`config.mk`:
```
export PLATFORM = sky130hd
export DESIGN_NAME = pvl_table
export DESIGN_NICKNAME = d
export VERILOG_FILES = /design/src/rtl/pvl_pkg.sv /design/src/rtl/pvl_table.sv
export SDC_FILE = /design/constraint.sdc
export NUM_CORES = 1
export LEC_CHECK = 0
export BUFFER_PORTS_ARGS = -buffer_cell sky130_fd_sc_hd__buf_2
export CAP_MARGIN = 20
export CORE_AREA = 2 2 680 682
export DETAILED_ROUTE_END_ITERATION = 6
export DIE_AREA = 0 0 682 684
export PLACE_DENSITY = 0.31
export SLEW_MARGIN = 20
export SYNTH_ARGS = -nofsm -noshare
export SYNTH_HDL_FRONTEND = slang
export SYNTH_SLANG_ARGS = --single-unit
```
`constraint.sdc`:
```
create_clock -name clk_i -period 60 [get_ports clk_i]
set_clock_uncertainty 0.15 [all_clocks]
set_input_delay 0 -clock clk_i [delete_from_list [all_inputs] [get_ports clk_i]]
set_output_delay 0 -clock clk_i [all_outputs]
set_load 0.01 [all_outputs]
```
`src/rtl/pvl_pkg.sv`:
```
// ----------------------------------------------------------------------------
// pvl_pkg: shared types and constants for particle vertex lighting
// Field widths, pipeline depths, register codes and the light table entry.
// ----------------------------------------------------------------------------
`default_nettype none

package pvl_pkg;

  localparam int LAMP_SLOTS = 6;

  localparam int SLOT_W  = 3;
  localparam int POS_W   = 32;
  localparam int DIR_W   = 16;
  localparam int REACH_W = 40;
  localparam int COS_W   = 16;
  localparam int RGB_W   = 48;
  localparam int CLR_W   = 32;
  localparam int AMB_W   = 15;
  localparam int ACT_W   = 3;
  localparam int TDATA_W = 288;

  localparam int PROD_W = 31;  // Q4.12 color times Q.14 falloff
  localparam int ACC_W  = 34;  // ambient plus all light terms

  localparam int ATT_STEPS   = 15;
  localparam int SQRT_STEPS  = 28;
  localparam int DIV_C_STEPS = 15;
  localparam int FADE_STEPS  = 15;

  // lane: 4 front stages, sqrt, cone quotient (+1 range check), decide,
  // fade quotient, two multiply stages
  localparam int LANE_LAT = 4 + SQRT_STEPS + 1 + DIV_C_STEPS + 1 + FADE_STEPS + 2;
  // lane plus light sum and gain clamp
  localparam int PIPE_D = LANE_LAT + 2;

  localparam logic [AMB_W-1:0]        UNITY     = 15'd16384;
  localparam logic signed [DIR_W-1:0] DIR_DEF_Y = -16'sd16384;

  typedef enum logic [0:0] {
    CFG_AMBIENT = 1'b0,
    CFG_ACTIVE  = 1'b1
  } cfg_reg_e;

  typedef enum logic [0:0] {
    ACT_SHADE = 1'b0,
    ACT_LOAD  = 1'b1
  } action_e;

  typedef struct packed {
    logic signed [POS_W-1:0]   pos_x;
    logic signed [POS_W-1:0]   pos_y;
    logic signed [POS_W-1:0]   pos_z;
    logic signed [DIR_W-1:0]   dir_x;
    logic signed [DIR_W-1:0]   dir_y;
    logic signed [DIR_W-1:0]   dir_z;
    logic        [REACH_W-1:0] reach_sq;
    logic signed [COS_W-1:0]   cone_cos;
    logic        [RGB_W-1:0]   rgb;
  } lamp_t;

endpackage

`default_nettype wire

```
`src/rtl/pvl_table.sv`:
```
// ----------------------------------------------------------------------------
// pvl_table: light table
// One register entry per light slot, written by load transfers.
// ----------------------------------------------------------------------------
`default_nettype none

module pvl_table (
  input  wire                                       clk_i,
  input  wire                                       we_i,
  input  wire  [pvl_pkg::SLOT_W-1:0]                slot_i,
  input  pvl_pkg::lamp_t                            lamp_i,
  output pvl_pkg::lamp_t [pvl_pkg::LAMP_SLOTS-1:0]  lamps_o
);
  import pvl_pkg::*;

  lamp_t [LAMP_SLOTS-1:0] lamp_q;
  lamp_t                  lamp_d;

  // a zero direction defaults to straight down
  always_comb begin
    lamp_d = lamp_i;
    if (lamp_i.dir_x == '0 && lamp_i.dir_y == '0 && lamp_i.dir_z == '0) begin
      lamp_d.dir_y = DIR_DEF_Y;
    end
  end

  always_ff @(posedge clk_i) begin
    for (int i = 0; i < LAMP_SLOTS; i++) begin
      if (we_i && int'(slot_i) == i) begin
        lamp_q[i] <= lamp_d;
      end
    end
  end

  assign lamps_o = lamp_q;

endmodule

`default_nettype wire

```
==> results of run 1 <==
## synthesized netlist by cell type
cell and count:
nor2_1 2, nand2_1 1, edfxtp_1 1488, nor3b_1 1, dlygate4sd3_1 1, nand4_1 3
nand2b_1 2, inv_1 2, clkbuf_1 13, nor4_1 10, nor4_2 2, nor3_1 2
o31ai_1 2, and4b_1 1
## power groups by stage
stage          clock network (mW)  registers (mW)  logic [mW]
2_1_floorplan                   0            1.24     0.00790
4_1_cts                      1.13            1.19       0.159
6_report                     1.09            1.19       0.153
5_1_grt                      1.16            1.19       0.161
3_5_place_dp                    0            1.21       0.127
3_3_place_gp                    0            1.21       0.127
## per-stage QoR
| step | worst slack, ns | total power, mW | instances |
|---|---|---|---|
| 3_3_place_gp | 55.93 | 1.34 | 9444 |
| 3_5_place_dp | 55.86 | 1.34 | 9444 |
| 4_1_cts | 55.46 | 2.48 | 10276 |
| 6_report | 55.40 | 2.43 | 10302 |
| 5_1_grt | 55.32 | 2.52 | 10280 |
| 2_1_floorplan | 40.62 | 1.25 | 1530 |
## worst max-delay path by stage
stage,to,slack (ns),cells after the start
6_report,lamps_o[1333],55.40,9
5_1_grt,lamps_o[1333],55.32,9
4_1_cts,lamps_o[1333],55.46,9
3_5_place_dp,lamps_o[797],55.86,6
3_3_place_gp,lamps_o[952],55.93,6
2_1_floorplan,lamps_o[496],40.62,2
## metal layers
layer	GRT usage	wire length [um]	up-vias
met4	0.0264	6080	4
met5	0	31	-
met1	0.122	99400	14738
met2	0.189	132000	1538
li1	-	-	11287
met3	0.0334	23200	240
## logic make-up after synthesis
kind of cell    after synthesis  synth area share
flops                      1488             0.995
simple gates                 24           0.00351
buf+inv                      16           0.00148
compound gates                2          0.000334
## final cells by class
type	count	area (um^2)
fill	50456	386000
sequential	1488	44700
timing repair buffer	2278	14000
tap	6149	7690
clock buffer	230	4860
clock inverter	103	902
multi-input combinational	26	239
antenna	26	65.1
inverter	2	7.51
## timing repair
action	in CTS	in global routing
setup endpoints to repair	0	0
hold endpoints to repair	1786	0
hold buffers	499	0
==> run metrics, run 1 <==
peak supply drop 22.6 uV; Slowest-stage cell, CP dlygate4sd3_1; Max FO, Critical Path 44; Hold EP lamps_o[217]; vias in the first global route 28,184; crit-path cells dlygate4sd3_1 > buf_2 > nand2_1 > dlygate4sd3_1 > nor2_4 > dlygate4sd3_1 > buf_4 > buf_4 > buf_4; row count around 250; synthesized area per cell between 20 and 30 um^2; Worst-path clk slew approximately 0.060 ns; share of cells above drive strength 1 0.494; Layout Utilization 0.158; clock tree buffer depth 4; global-route wire length before repair 322 mm; CTS H-tree lvls 4; crit path kind in2reg; die height 684 um; clock network fraction of total power 0.447; Max Cap Viol 0; Synth Instances 1,530; Ports roughly 1,700; Yosys cell types 14; Core Region approximately 0.46 mm^2; Final setup viols 0; most common cell after layout, fill and taps aside buf_2; Port Buffers ~1,700; Max Fclk between 0.2 and 0.25 GHz; via count 27,807; RSZ-0062 raised after global routing no; Seq/Total Area, Yosys 0.995; drt drc 0; CTS tree yes; design area ~0.072 mm^2; drt wl/cell roughly 25 um; warnings from Yosys 0; max FFs per register around 1,500; Combinational Power Share 0.063; final setup TNS 0 ns; Worst setup SP type input port; switch share 0.240; start point of the critical path slot_i[2]; Root Buffer clkbuf_16; Yosys top cell by area edfxtp_1; final wirelength ~260 mm; HPWL after DPL 192 mm; Hold Path Stages 2; largest net degree at the start of global routing 76; Die X-Extent around 680 um; 1st-iter DRT viols 2,540; Final period util 0.0767; WP data required ~60 ns; worst hold path type in2reg; mapped cell area about 0.045 mm^2; Pwr Density 33.6 mW/mm^2; Final Wtd Congestion 0.807; clk sinks 1,488; initial core utilization 0.0979; fin nets between 4,000 and 5,000; Syn-to-layout area delta 61.3%; status completed; remaining antenna violation count after routing 0; dpl cell area between 0.06 and 0.07 mm^2; GRT overflow 0; Max stage delay on crit path around 1.2 ns; Die ar. around 0.47 mm^2; Final min period around 4.6 ns; length of the first detailed-routing pass in iterations 7; WHS between 0.06 and 0.07 ns; CP delay by family, top buffers and inverters; Slew Limit Fails 0; Crit. End Element flop; vias per cell 2.70; Yosys reg bits roughly 1,500; Slew HR 0.304; Total GRT Usage 0.106; Int Pwr approximately 1.8 mW; initial antenna violation count between 90 and 100; Worst Path Buf+Inv 7; Post-Syn Nets 1,783; sequential share of power 0.490; Synth top area share 0.995; Num CTS Buffers around 190; Post-CTS Setup Inserts 0; Sw Pwr about 0.58 mW; Arr. time, crit path approximately 4.9 ns; commonest non-fill, non-tap cells in the layout 1,740 x buf_2, 1,488 x edfxtp_1, 499 x dlygate4sd3_1; Lkg Pwr approximately 25 nW; Area contributors post-synth edfxtp_1 99%, nor4_1 0.14%, clkbuf_1 0.11%, nor4_2 0.056%, nand4_1 0.042%; post_cts resized 0; Slew @ Worst Pin a little over 1 ns; Hold Violations, Final 0; hold_sp lamp_i[217]
Note: power is estimated with default switching activity, not from simulation.
==> run 2: changes to the inputs <==
--- a/config.mk
+++ b/config.mk
@@ -10,7 +10,7 @@
 export CORE_AREA = 2 2 680 682
 export DETAILED_ROUTE_END_ITERATION = 6
 export DIE_AREA = 0 0 682 684
-export PLACE_DENSITY = 0.31
+export PLACE_DENSITY = 0.32
 export SLEW_MARGIN = 20
 export SYNTH_ARGS = -nofsm -noshare
 export SYNTH_HDL_FRONTEND = slang
==> constraint.sdc (replaced) <==
create_clock -name clk_i -period 3.9 [get_ports clk_i]
set_clock_uncertainty 0.15 [all_clocks]
set_input_delay 0 -clock clk_i [delete_from_list [all_inputs] [get_ports clk_i]]
set_output_delay 0 -clock clk_i [all_outputs]
set_load 0.01 [all_outputs]
==> run 2 against run 1 <==
- final cell count up 0.35%
- sequential power grew to 15 times the previous value
- design area rose by 1.1%
- critical endpoint is now lamps_o[1127]
- via count up 1.3%
- combinational power grew to 16 times the previous value
==> run metrics, run 2 (synthesized netlist as in run 1, its figures left out) <==
status completed; Place WS 1.25 ns (-54.61 ns); CP delay by family, top buffers and inverters; dpl cell area 0.0622 mm^2 (+0.87%); CTS H-tree lvls 4 (unchanged); Final min period 2.88 ns; Pwr Density 518 mW/mm^2 (+1400%); Num CTS Buffers 185 (unchanged); Syn-to-layout area delta 63.1%; filler cell count 50,428 (-0.055%); Final period util 0.738; crit path kind in2reg; crit-path cells dlygate4sd3_1 > dlygate4sd3_1 > buf_2 > nor4_4 > buf_4 > nand4_1 > buf_4 > o31ai_2 > dlygate4sd3_1; remaining antenna violation count after routing 0 (unchanged); vias in the first global route 28,513 (+1.2%); drt wl/cell 26.1 um (+3.1%); Max Fclk approximately 0.35 GHz; Max FO, Critical Path 7 (-84%); most common cell after layout, fill and taps aside buf_2; CTS Hold Bufs 504 (+1.0%); clk sinks 1,488 (unchanged); Max stage delay on crit path 0.72 ns (-0.46 ns); CTS tree yes; max FFs per register 1,488 (unchanged); Combinational Power Share 0.064 (about the same); initial antenna violation count 101 (+3.1%); length of the first detailed-routing pass in iterations 5 (-2); peak supply drop 345 uV (+1400%); via count 28,176 (+1.3%); largest net degree at the start of global routing 92 (+21%); end point of the critical path lamps_o[1127]; clock tree buffer depth 4 (unchanged); area of the multi-input gates 315 um^2 (+32%); Int Pwr 28.8 mW (+1500%); design area 0.0732 mm^2 (+1.1%); Worst-path clk slew 0.06 ns (about the same); row count 249 (unchanged); Worst Path Buf+Inv 6 (-1); Lkg Pwr 25.8 nW (+1.3%); Layout Utilization 0.160 (+0.00172); worst hold path type in2reg; Core Region 0.459 mm^2 (unchanged); Hold Violations, Final 0 (unchanged); final wirelength 270 mm (+3.4%); share of cells above drive strength 1 0.502 (+0.00798); HPWL after DPL 201 mm (+4.8%); Die X-Extent 682 um (unchanged); Slew Limit Fails 0 (unchanged); Slew HR 0.254 (-0.0501); clock network fraction of total power 0.452 (+0.005); switch share 0.241 (+0.00131); Slew @ Worst Pin 1.12 ns (+0.0800 ns); Worst setup SP type input port; start point of the critical path lamp_i[113]; sequential share of power 0.484 (-0.006); Max Cap Viol 0 (unchanged); Sw Pwr 9.13 mW (+1500%); die height 684 um (unchanged); 1st-iter DRT viols 2,543 (+0.12%); Total GRT Usage 0.110 (+0.00365); WP data required 4.42 ns (-55.91 ns); WHS 0.0596 ns (-0.00539 ns); hold_sp lamp_i[117]; Final setup viols 0 (unchanged); initial core utilization 0.0979 (unchanged); Crit. End Element flop; logic depth of the worst setup path including buffers 9 (unchanged); fin nets 4,270 (+0.85%); commonest non-fill, non-tap cells in the layout 1,740 x buf_2, 1,488 x edfxtp_1, 505 x dlygate4sd3_1; Slowest-stage cell, CP dlygate4sd3_1; drt drc 0 (unchanged); Arr. time, crit path 3.39 ns (-1.54 ns); Total Power 37.9 mW (+1500%); Post-CTS Setup Inserts 0 (unchanged); final setup margin 1.02 ns (-54.38 ns); post_cts resized 0 (unchanged); RSZ-0062 raised after global routing no; Top cell by count, worst path dlygate4sd3_1; Die ar. 0.466 mm^2 (unchanged); Ports 1,741 (unchanged); Port Buffers 1,740 (unchanged); global-route wire length before repair 331 mm (+2.9%); Root Buffer clkbuf_16; FF/Latch Area 0.0447 mm^2 (unchanged); Final Wtd Congestion 0.795 (-1.6%); GRT overflow 0 (unchanged); vias per cell 2.73 (+0.97%)
[run 2: cell count changes in the layout (fill, tap and decap cells not counted), sizes merged]
cell,change
clkinvlp,+2
dlygate4sd3,+6
diode,+4
inv,-3
bufinv,+5
buf,+30
clkinv,+2
clkbuf,-10
[run 2: power by group through the flow]
stage | logic (mW) | registers, mW | clock network (mW)
after floorplan | 0.127 | 18.9 | 0
after global placement | 2.05 | 18.7 | 0
after detailed placement | 2.05 | 18.7 | 0
after CTS | 2.53 | 18.3 | 17.8
after global routing | 2.55 | 18.4 | 18.3
final | 2.42 | 18.3 | 17.2
[run 2: stage by stage]
step           cells  setup TNS, ns
2_1_floorplan   1530       -2351.89
3_3_place_gp    9474              0
3_5_place_dp    9474              0
4_1_cts        10307              0
5_1_grt        10323              0
6_report       10338              0
[run 2: area by class of cell]
type | count | area share
clock buffers | 220 | 0.0656
repair buffers | 2314 | 0.198
diodes | 30 | 0.00102
well taps | 6149 | 0.105
flip-flops and latches | 1488 | 0.610
inverters | 2 | 0.000102
clock inverters | 109 | 0.0156
multi-input cells | 26 | 0.00430
[run 2: worst min path at each step]
stage | endpoint | slack (ns) | cells past startpoint
floorplan | lamps_o[0] | -0.05 | 0
global placement | lamps_o[1287] | 0.10 | 1
detailed placement | lamps_o[776] | 0.11 | 1
CTS | lamps_o[365] | 0.0003 | 2
global route | lamps_o[365] | 0.008 | 2
finish | lamps_o[117] | 0.06 | 2
[run 2: routing by layer]
| metal | vias up | track usage | wire, um |
|---|---|---|---|
| li1 | 11369 | - | - |
| met1 | 14984 | 0.128 | 103000 |
| met2 | 1583 | 0.195 | 136000 |
| met3 | 240 | 0.0355 | 24800 |
| met4 | 0 | 0.0240 | 5910 |
| met5 | - | 0 | 0 |
